File: config.mk
export PLATFORM = sky130hd
export DESIGN_NAME = two_axis_slew_positioner_top
export DESIGN_NICKNAME = d
export VERILOG_FILES = /design/src/sv/tsp_pkg.sv /design/src/sv/tsp_front.sv /design/src/sv/tsp_queue.sv /design/src/sv/tsp_back.sv /design/src/sv/two_axis_slew_positioner_top.sv
export SDC_FILE = /design/constraint.sdc
export NUM_CORES = 2
export LEC_CHECK = 0
export BUFFER_PORTS_ARGS = -buffer_cell sky130_fd_sc_hd__buf_4
export CAP_MARGIN = 20
export CORE_ASPECT_RATIO = 0.6
export CORE_UTILIZATION = 27
export CTS_BUF_LIST = sky130_fd_sc_hd__clkbuf_8
export CTS_CLUSTER_DIAMETER = 150
export DETAILED_ROUTE_END_ITERATION = 10
export SETUP_SLACK_MARGIN = 0.3
export SLEW_MARGIN = 20
export SYNTH_ARGS = -nofsm -noshare
export SYNTH_HDL_FRONTEND = slang
export SYNTH_SLANG_ARGS = --single-unit
File: constraint.sdc
create_clock -name clk -period 21.4 [get_ports clk]
set_input_delay 1.07 -clock clk [delete_from_list [all_inputs] [get_ports clk]]
set_output_delay 1.07 -clock clk [all_outputs]
set_load 0.02 [all_outputs]
File: src/sv/tsp_pkg.sv
`default_nettype none

package tsp_pkg;

  typedef enum logic [2:0] {
    MODE_IDLE     = 3'd0,
    MODE_PARKING  = 3'd1,
    MODE_HOMING   = 3'd2,
    MODE_SLEWING  = 3'd3,
    MODE_PARKED   = 3'd4,
    MODE_TRACKING = 3'd5
  } mode_t;

  typedef enum logic [2:0] {
    REQ_TICK  = 3'd0,
    REQ_CLOCK = 3'd1,
    REQ_GOTO  = 3'd2,
    REQ_PARK  = 3'd3,
    REQ_STOP  = 3'd4,
    REQ_HOME  = 3'd5
  } req_t;

  typedef enum logic [2:0] {
    OP_TICK  = 3'd0,
    OP_CLOCK = 3'd1,
    OP_GOTO  = 3'd2,
    OP_PARK  = 3'd3,
    OP_STOP  = 3'd4,
    OP_HOME  = 3'd5,
    OP_NOP   = 3'd6
  } cmd_op_t;

  typedef enum logic [2:0] {
    CFG_ALT_LOWER = 3'd0,
    CFG_ALT_UPPER = 3'd1,
    CFG_ALT_RATE  = 3'd2,
    CFG_AZ_RATE   = 3'd3,
    CFG_ALT_PARK  = 3'd4,
    CFG_AZ_PARK   = 3'd5
  } cfg_index_t;

  localparam logic [1:0] DIR_ZERO = 2'b00;
  localparam logic [1:0] DIR_POS  = 2'b01;
  localparam logic [1:0] DIR_NEG  = 2'b11;

  localparam int TIME_W = 32;
  localparam int REQ_W  = 3;

endpackage

`default_nettype wire

File: src/sv/tsp_front.sv
`default_nettype none

module tsp_front #(
  parameter int ANGLE_BITS = 24,
  parameter int IN_TDATA_W = 80
) (
  input  wire                                  clk,
  input  wire                                  rst,
  input  wire                                  s_tvalid,
  output logic                                 s_tready,
  input  wire  [IN_TDATA_W-1:0]                s_tdata,
  input  wire  [tsp_pkg::REQ_W-1:0]            s_tuser,
  input  wire                                  q_full,
  output logic                                 q_push,
  output logic [tsp_pkg::REQ_W+tsp_pkg::TIME_W+2*ANGLE_BITS-1:0] q_data
);

  localparam int FIELD_W = tsp_pkg::TIME_W + 2 * ANGLE_BITS;

  tsp_pkg::cmd_op_t op;
  logic             seen_beat;

  always_comb begin
    unique case (s_tuser)
      tsp_pkg::REQ_TICK:  op = tsp_pkg::OP_TICK;
      tsp_pkg::REQ_CLOCK: op = tsp_pkg::OP_CLOCK;
      tsp_pkg::REQ_GOTO:  op = tsp_pkg::OP_GOTO;
      tsp_pkg::REQ_PARK:  op = tsp_pkg::OP_PARK;
      tsp_pkg::REQ_STOP:  op = tsp_pkg::OP_STOP;
      tsp_pkg::REQ_HOME:  op = tsp_pkg::OP_HOME;
      default:            op = tsp_pkg::OP_NOP;
    endcase
  end

  // ready held low during reset and until a clock edge has passed with reset low
  always_ff @(posedge clk) begin
    if (rst) begin
      seen_beat <= 1'b0;
    end else begin
      seen_beat <= 1'b1;
    end
  end

  assign s_tready = !q_full && seen_beat;
  assign q_push   = s_tvalid && s_tready;
  assign q_data   = {s_tdata[FIELD_W-1:0], op};

endmodule

`default_nettype wire

File: src/sv/tsp_queue.sv
`default_nettype none

module tsp_queue #(
  parameter int WIDTH = 83
) (
  input  wire              clk,
  input  wire              rst,
  input  wire              push,
  input  wire  [WIDTH-1:0] push_data,
  output logic             full,
  input  wire              pop,
  output logic             valid,
  output logic [WIDTH-1:0] pop_data
);

  logic [WIDTH-1:0] slots [2];
  logic             wr_ptr;
  logic             rd_ptr;
  logic [1:0]       count;

  always_ff @(posedge clk) begin
    if (rst) begin
      wr_ptr <= 1'b0;
      rd_ptr <= 1'b0;
      count  <= 2'd0;
    end else begin
      if (push) begin
        wr_ptr <= !wr_ptr;
      end
      if (pop) begin
        rd_ptr <= !rd_ptr;
      end
      if (push && !pop) begin
        count <= count + 2'd1;
      end else if (pop && !push) begin
        count <= count - 2'd1;
      end
    end
  end

  always_ff @(posedge clk) begin
    if (push) begin
      slots[wr_ptr] <= push_data;
    end
  end

  assign full     = count == 2'd2;
  assign valid    = count != 2'd0;
  assign pop_data = slots[rd_ptr];

endmodule

`default_nettype wire

File: src/sv/tsp_back.sv
`default_nettype none

module tsp_back #(
  parameter int ANGLE_BITS     = 24,
  parameter int TIME_FRAC_BITS = 10,
  parameter int OUT_TDATA_W    = 56
) (
  input  wire                                  clk,
  input  wire                                  rst,
  input  wire                                  cfg_we,
  input  wire  [2:0]                           cfg_index,
  input  wire  [ANGLE_BITS-1:0]                cfg_data,
  input  wire                                  q_valid,
  input  wire  [tsp_pkg::REQ_W+tsp_pkg::TIME_W+2*ANGLE_BITS-1:0] q_data,
  output logic                                 q_pop,
  output logic                                 m_tvalid,
  input  wire                                  m_tready,
  output logic [OUT_TDATA_W-1:0]               m_tdata
);

  localparam int A      = ANGLE_BITS;
  localparam int NW     = A + 3;
  localparam int PW     = A + 31;
  localparam int TW     = tsp_pkg::TIME_W;
  localparam int RW     = tsp_pkg::REQ_W;
  localparam int RES_W  = 2 * A + 8;
  localparam logic [63:0] SLEW_DEFAULT = ((64'd1 << A) + 64'd180) / 64'd360;
  localparam logic [A-1:0] HALF     = {1'b1, {(A-1){1'b0}}};
  localparam logic [A-1:0] UPPER_RST = {2'b01, {(A-2){1'b0}}};
  localparam logic [A+1:0] CAP      = {1'b1, {(A+1){1'b0}}};

  // configuration
  logic signed [A-1:0] alt_lo;
  logic signed [A-1:0] alt_hi;
  logic [A-2:0]        alt_rate;
  logic [A-2:0]        az_rate;
  logic [A-1:0]        alt_park;
  logic [A-1:0]        az_park;

  // mount state
  tsp_pkg::mode_t      mode, mode_next;
  logic signed [A-1:0] alt_pos, alt_pos_next;
  logic [A-1:0]        az_pos, az_pos_next;
  logic signed [A-1:0] alt_goal, alt_goal_next;
  logic [A-1:0]        az_goal, az_goal_next;
  logic [TW-1:0]       last_time, last_time_next;
  logic [TW-1:0]       elapsed, elapsed_next;

  tsp_pkg::cmd_op_t    op;
  logic [TW-1:0]       cmd_time;
  logic signed [A-1:0] cmd_alt;
  logic [A-1:0]        cmd_az;

  assign op       = tsp_pkg::cmd_op_t'(q_data[RW-1:0]);
  assign cmd_time = q_data[RW+TW-1:RW];
  assign cmd_alt  = $signed(q_data[RW+TW+A-1:RW+TW]);
  assign cmd_az   = q_data[RW+TW+2*A-1:RW+TW+A];

  always_ff @(posedge clk) begin
    if (rst) begin
      alt_lo   <= '0;
      alt_hi   <= $signed(UPPER_RST);
      alt_rate <= SLEW_DEFAULT[A-2:0];
      az_rate  <= SLEW_DEFAULT[A-2:0];
      alt_park <= '0;
      az_park  <= '0;
    end else if (cfg_we) begin
      unique case (cfg_index)
        tsp_pkg::CFG_ALT_LOWER: alt_lo   <= $signed(cfg_data);
        tsp_pkg::CFG_ALT_UPPER: alt_hi   <= $signed(cfg_data);
        tsp_pkg::CFG_ALT_RATE:  alt_rate <= cfg_data[A-2:0];
        tsp_pkg::CFG_AZ_RATE:   az_rate  <= cfg_data[A-2:0];
        tsp_pkg::CFG_ALT_PARK:  alt_park <= cfg_data;
        tsp_pkg::CFG_AZ_PARK:   az_park  <= cfg_data;
        default: ;
      endcase
    end
  end

  // tick arithmetic
  logic              moving;
  logic signed [A:0] aerr;
  logic [A:0]        amag;
  logic              a_snap, a_zero;
  logic [A-1:0]      zd, zmag;
  logic              z_neg, z_snap, z_zero;
  logic [PW-1:0]     prod_a, prod_z, prod_a_sh, prod_z_sh;
  logic [A+1:0]      da;
  logic [A-1:0]      dz;
  logic signed [NW-1:0] a_base, a_step, np, np_lo, lo_ext, hi_ext;
  logic              adir_pos, adir_neg, zdir_pos, zdir_neg;
  logic [A-1:0]      az_base;
  logic signed [A-1:0] alt_moved;
  logic [A-1:0]      az_moved;
  logic              goto_bad;
  logic signed [A-1:0] goto_alt;

  assign moving = mode != tsp_pkg::MODE_IDLE && mode != tsp_pkg::MODE_PARKED;
  assign aerr   = {alt_goal[A-1], alt_goal} - {alt_pos[A-1], alt_pos};
  assign amag   = aerr[A] ? -aerr : aerr;
  assign a_snap = amag < {2'b00, alt_rate};
  assign a_zero = a_snap || aerr == '0;
  assign zd     = az_goal - az_pos;
  assign z_neg  = zd > HALF;
  assign zmag   = z_neg ? -zd : zd;
  assign z_snap = zmag < {1'b0, az_rate};
  assign z_zero = z_snap || zd == '0;

  assign prod_a    = PW'(alt_rate) * PW'(elapsed);
  assign prod_z    = PW'(az_rate) * PW'(elapsed);
  assign prod_a_sh = prod_a >> TIME_FRAC_BITS;
  assign prod_z_sh = prod_z >> TIME_FRAC_BITS;
  assign da        = (prod_a_sh > PW'(CAP)) ? CAP : prod_a_sh[A+1:0];
  assign dz        = prod_z_sh[A-1:0];

  assign adir_pos = !a_zero && !aerr[A];
  assign adir_neg = !a_zero && aerr[A];
  assign zdir_pos = !z_zero && !z_neg;
  assign zdir_neg = !z_zero && z_neg;

  assign a_base = NW'(a_snap ? alt_goal : alt_pos);
  assign a_step = adir_pos ? $signed({1'b0, da}) :
                  adir_neg ? -$signed({1'b0, da}) : '0;
  assign np     = a_base + a_step;
  assign lo_ext = NW'(alt_lo);
  assign hi_ext = NW'(alt_hi);
  // upper limit wins when the limits cross
  assign np_lo     = (np < lo_ext) ? lo_ext : np;
  assign alt_moved = (np_lo > hi_ext) ? alt_hi : np_lo[A-1:0];

  assign az_base  = z_snap ? az_goal : az_pos;
  assign az_moved = zdir_pos ? az_base + dz : zdir_neg ? az_base - dz : az_base;

  assign goto_bad = cmd_alt < alt_lo || cmd_alt > alt_hi;
  assign goto_alt = goto_bad ? alt_goal : cmd_alt;

  // next state
  always_comb begin
    mode_next      = mode;
    alt_pos_next   = alt_pos;
    az_pos_next    = az_pos;
    alt_goal_next  = alt_goal;
    az_goal_next   = az_goal;
    last_time_next = last_time;
    elapsed_next   = elapsed;
    unique case (op)
      tsp_pkg::OP_TICK: begin
        if (moving) begin
          if (a_zero && z_zero) begin
            alt_pos_next = a_snap ? alt_goal : alt_pos;
            az_pos_next  = az_base;
            mode_next    = (mode == tsp_pkg::MODE_PARKING) ? tsp_pkg::MODE_PARKED
                                                           : tsp_pkg::MODE_IDLE;
          end else begin
            alt_pos_next = alt_moved;
            az_pos_next  = az_moved;
          end
        end
      end
      tsp_pkg::OP_CLOCK: begin
        if (cmd_time > last_time) begin
          elapsed_next   = cmd_time - last_time;
          last_time_next = cmd_time;
        end
      end
      tsp_pkg::OP_GOTO: begin
        if (mode != tsp_pkg::MODE_PARKED) begin
          alt_goal_next = goto_alt;
          az_goal_next  = cmd_az;
          mode_next     = (alt_pos == goto_alt && az_pos == cmd_az) ? tsp_pkg::MODE_IDLE
                                                                   : tsp_pkg::MODE_SLEWING;
        end
      end
      tsp_pkg::OP_PARK: begin
        mode_next     = tsp_pkg::MODE_PARKING;
        alt_goal_next = $signed(alt_park);
        az_goal_next  = az_park;
      end
      tsp_pkg::OP_STOP: begin
        mode_next = tsp_pkg::MODE_IDLE;
      end
      tsp_pkg::OP_HOME: begin
        mode_next     = tsp_pkg::MODE_HOMING;
        alt_goal_next = '0;
        az_goal_next  = '0;
      end
      default: ;
    endcase
  end

  // result fields
  logic       res_range;
  logic [1:0] res_adir, res_zdir;

  always_comb begin
    res_range = 1'b0;
    res_adir  = tsp_pkg::DIR_ZERO;
    res_zdir  = tsp_pkg::DIR_ZERO;
    unique case (op)
      tsp_pkg::OP_TICK: begin
        if (moving && !(a_zero && z_zero)) begin
          res_adir = adir_pos ? tsp_pkg::DIR_POS : adir_neg ? tsp_pkg::DIR_NEG
                                                            : tsp_pkg::DIR_ZERO;
          res_zdir = zdir_pos ? tsp_pkg::DIR_POS : zdir_neg ? tsp_pkg::DIR_NEG
                                                            : tsp_pkg::DIR_ZERO;
        end
      end
      tsp_pkg::OP_GOTO: begin
        res_range = mode != tsp_pkg::MODE_PARKED && goto_bad;
      end
      default: ;
    endcase
  end

  assign q_pop = q_valid && (!m_tvalid || m_tready);

  always_ff @(posedge clk) begin
    if (rst) begin
      mode      <= tsp_pkg::MODE_PARKED;
      alt_pos   <= '0;
      az_pos    <= '0;
      alt_goal  <= '0;
      az_goal   <= '0;
      last_time <= '0;
      elapsed   <= '0;
      m_tvalid  <= 1'b0;
    end else begin
      if (q_pop) begin
        mode      <= mode_next;
        alt_pos   <= alt_pos_next;
        az_pos    <= az_pos_next;
        alt_goal  <= alt_goal_next;
        az_goal   <= az_goal_next;
        last_time <= last_time_next;
        elapsed   <= elapsed_next;
        m_tvalid  <= 1'b1;
      end else if (m_tready) begin
        m_tvalid <= 1'b0;
      end
    end
  end

  logic [RES_W-1:0] res_word;

  assign res_word = {res_zdir, res_adir, res_range, az_pos_next, alt_pos_next, mode_next};

  always_ff @(posedge clk) begin
    if (q_pop) begin
      m_tdata <= OUT_TDATA_W'(res_word);
    end
  end

endmodule

`default_nettype wire

File: src/sv/two_axis_slew_positioner_top.sv
// channel   dir  signals                         beat
// s         in   s_tvalid s_tready s_tdata s_tuser  one request
// m         out  m_tvalid m_tready m_tdata          one result per request
// cfg       in   cfg_we cfg_index cfg_data           one register write
//
// one request per cycle sustained while m_tready is high; a beat goes into the queue,
// then the slot is read and executed in the same cycle, into the output register
// reset is synchronous: parked at the zero position, reset register values
// with m_tready low the result holds, the two-slot queue fills up to two beats,
// then s_tready drops
`default_nettype none

module two_axis_slew_positioner_top #(
  parameter int ANGLE_BITS     = 24,
  parameter int TIME_FRAC_BITS = 10
) (
  input  wire                          clk,
  input  wire                          rst,
  input  wire                          s_tvalid,
  output logic                         s_tready,
  // sidereal_time, goal_alt, goal_az
  input  wire  [((tsp_pkg::TIME_W+2*ANGLE_BITS+7)/8)*8-1:0] s_tdata,
  // req_type
  input  wire  [tsp_pkg::REQ_W-1:0]    s_tuser,
  output logic                         m_tvalid,
  input  wire                          m_tready,
  // mount_state, alt_now, az_now, range_error, alt_direction, az_direction
  output logic [((2*ANGLE_BITS+8+7)/8)*8-1:0] m_tdata,
  input  wire                          cfg_we,
  input  wire  [2:0]                   cfg_index,
  input  wire  [ANGLE_BITS-1:0]        cfg_data
);

  localparam int IN_TDATA_W  = ((tsp_pkg::TIME_W + 2 * ANGLE_BITS + 7) / 8) * 8;
  localparam int OUT_TDATA_W = ((2 * ANGLE_BITS + 8 + 7) / 8) * 8;
  localparam int CMD_W       = tsp_pkg::REQ_W + tsp_pkg::TIME_W + 2 * ANGLE_BITS;

  logic             q_full;
  logic             q_push;
  logic [CMD_W-1:0] q_in;
  logic             q_valid;
  logic             q_pop;
  logic [CMD_W-1:0] q_out;

  tsp_front #(
    .ANGLE_BITS (ANGLE_BITS),
    .IN_TDATA_W (IN_TDATA_W)
  ) u_front (
    .clk      (clk),
    .rst      (rst),
    .s_tvalid (s_tvalid),
    .s_tready (s_tready),
    .s_tdata  (s_tdata),
    .s_tuser  (s_tuser),
    .q_full   (q_full),
    .q_push   (q_push),
    .q_data   (q_in)
  );

  tsp_queue #(
    .WIDTH (CMD_W)
  ) u_queue (
    .clk       (clk),
    .rst       (rst),
    .push      (q_push),
    .push_data (q_in),
    .full      (q_full),
    .pop       (q_pop),
    .valid     (q_valid),
    .pop_data  (q_out)
  );

  tsp_back #(
    .ANGLE_BITS     (ANGLE_BITS),
    .TIME_FRAC_BITS (TIME_FRAC_BITS),
    .OUT_TDATA_W    (OUT_TDATA_W)
  ) u_back (
    .clk       (clk),
    .rst       (rst),
    .cfg_we    (cfg_we),
    .cfg_index (cfg_index),
    .cfg_data  (cfg_data),
    .q_valid   (q_valid),
    .q_data    (q_out),
    .q_pop     (q_pop),
    .m_tvalid  (m_tvalid),
    .m_tready  (m_tready),
    .m_tdata   (m_tdata)
  );

endmodule

`default_nettype wire

==> results.yml <==
outcome:
  run_status: "finished clean"
grt:
  grt_pass1_wl_mm: 391
  track_usage_pct: 18.5
  grt_pass1_vias: 59100
  overflow: 0
  grt_max_degree: 97
  grt_antenna_before_repair: 15
drt:
  final_antenna_net_count: 0
  vias: 61100
  drc: 0
  first_iter_violations: 6807
  drt_pass1_iterations: 8
  wl_per_cell_um: 21.3
  routed_wl_mm: 261
  viasPerCell: 4.97
timing:
  slew_headroom_pct: 24.2
  final.period_utilization_pct: 85.7
  clock_skew_ns: 0.107
  setup_viol: 0
  tns_ns: 0
  timing.fmax_mhz: 54.5
  finalHoldViolCount: 0
  finalMaxSlewViolations: 0
  tightest_slew_ns: 1.12
  fin_crit_ns: 18.35
  rsz0062_at_grt: "no"
yosys:
  synthTopCellsByArea: "fa_1, ha_1, edfxtp_1"
  synth_area_um2: 74600
  synthArstFlopShare_pct: 0
  synth_common_cells: "nand2_1, inv_1, fa_1"
  synthesis.nets: 10300
  synth.most_common_cell: "nand2_1"
  synth_area_leader_cell: "fa_1"
  synth-edff-count: 222
  synth.top_cell.area_share_pct: 28.2
  yosys_warnings: 0
  synthCells: 8600
  ys_ff_latch: 534
  synth.yosys.seq_area_share_pct: 17.3
  syn_avg_cell_area_um2: 8.68
  ys.flop_type: "dfxtp_1"
  yosysUniqueCellTypes: 112
setup_path:
  path_common_cell: "fa_1"
  path_delay_family: "compound AO/OA/AOI/OAI gates"
  arrival_ns: 18.84
  cp_num_buf_inv: 7
  critPathKind: "reg2reg"
  path_depth: 64
  r2r_cells: 64
  slowest_stage: "dfxtp_2"
  crit_required_ns: 21.89
  cp-start-kind: "flip-flop"
  slowest_delay_ns: 0.83
  cp_max_fo: 24
  worst_setup_path_end_kind: "flip-flop"
cts:
  cts_buffers: 84
  cts.repair.resized: 0
  htree_num_levels: 3
  cts_sinks: 534
  clock_path_buffers: 3
  clk_pin_slew_ns: 0.08
  clock_tree.root_cell: "clkbuf_8"
  clock_latency_ns: 0.81
  tritoncts: "done"
  cts_setup_buffers: 0
  postCtsHoldBufs: 0
placed_design:
  globalplace.congestion: 0.996
  numPortBuffers: 172
  placed_area_um2: 79800
  place_hpwl_mm: 203
  dp_cells: 12100
finish:
  layout.nets: 10200
  drive_above_1_share_pct: 7.55
  postLayoutCellArea_um2: 81600
  layoutNonFillerInstCount: 12300
  syn_to_final_growth_pct: 9.37
  post-route-util_pct: 29.7
floorplan:
  dieArea_um2: 279000
  ioPinCount: 173
  fp.dieH_um: 409
  initial_core_util_pct: 27.2
  rows: 149
  die_w_um: 681
  coreArea_um2: 275000
worst_hold_path:
  whs_path_depth: 2
  min_path_type: "reg2reg"
job:
  cap_violations: 0
==> tightest hold or removal path, delay by kind of cell, from the launching register on <==
| family | cells | cell delay, ns |
|---|---|---|
| flip-flops | 1 | 0.31 |
| AND/OR/NAND/NOR | 1 | 0.05 |
| AO/OA/AOI/OAI | 1 | 0.05 |
==> cell type report <==
class | count | area [µm²]
diodes | 5 | 12.5
inverters | 1363 | 5120
flip-flops and latches | 534 | 13000
multi-input cells | 6229 | 54800
fillers | 29200 | 193000
repair buffers | 299 | 2260
clock buffers | 90 | 1240
clock inverters | 68 | 583
well taps | 3699 | 4630
==> flip-flops by register name, indices dropped and copies added (netlist names), 24 cells and up, named ones only <==
name              cells
u_back.alt_park      24
u_back.az_pos        24
u_back.az_goal       24
u_back.elapsed       32
u_back.alt_pos       24
u_back.az_park       24
u_back.last_time     32
u_back.alt_goal      24
u_back.alt_hi        24
u_back.alt_lo        24
u_back.m_tdata       56
u_queue.slots       166
==> layout by cell type, fill, tap and decap left out, types with 51 or more instances in the layout <==
cell type and n:
a211oi_1 82, a21oi_1 464, o21ai_0 226, nand4_1 51, o211ai_1 63, dfxtp_1 283
and2_1 442, a21o_1 131, nor2_1 392, mux2_2 111, mux2i_1 117, xor2_1 82
buf_4 296, edfxtp_1 222, nand3_1 75, xnor2_1 195, nor3_1 69, inv_1 1384
fa_1 1053, clkbuf_8 91, nand2_1 1366, ha_1 569
==> metal layers <==
layer,wire length [µm],up-vias,global-route usage (%)
li1,-,27500,-
met1,127000,30200,29.1
met2,93300,3054,22.9
met3,37500,238,7.88
met4,3340,14,2.41
met5,96,-,0
==> final timing paths <==
path / from / to / slack (ns)
worst min-delay path: u_back.az_rate[6]$_SDFFE_PP0P_ / u_back.az_rate[6]$_SDFFE_PP0P_ / 0.46
worst max register to register: u_back.elapsed[16]$_SDFFE_PP0P_ / u_back.m_tdata[26]$_DFFE_PP_ / 3.05
worst min register to register: u_back.az_rate[6]$_SDFFE_PP0P_ / u_back.az_rate[6]$_SDFFE_PP0P_ / 0.46
worst max-delay path: u_back.elapsed[16]$_SDFFE_PP0P_ / u_back.m_tdata[26]$_DFFE_PP_ / 3.05
==> stage by stage <==
step | hold WS [ns] | setup WS (ns)
2_1_floorplan | 0.436 | 5.46
3_3_place_gp | 0.445 | 3.69
3_5_place_dp | 0.447 | 3.57
4_1_cts | 0.363 | 3.38
5_1_grt | 0.389 | 1.87
6_report | 0.456 | 3.05
==> cells by family after synthesis <==
logic type / count (synthesis) / synth area share (%)
flops: 534 / 17.3
fa+ha+maj: 1622 / 37.8
compound gates: 1412 / 12.2
buf+inv: 1837 / 9.36
mux: 240 / 3.48
simple gates: 2673 / 16.5
xor+xnor: 282 / 3.39
Power is left out: the tool's default activity adds up to more than one toggle a clock period on the data nets, which glitch-free logic cannot reach.
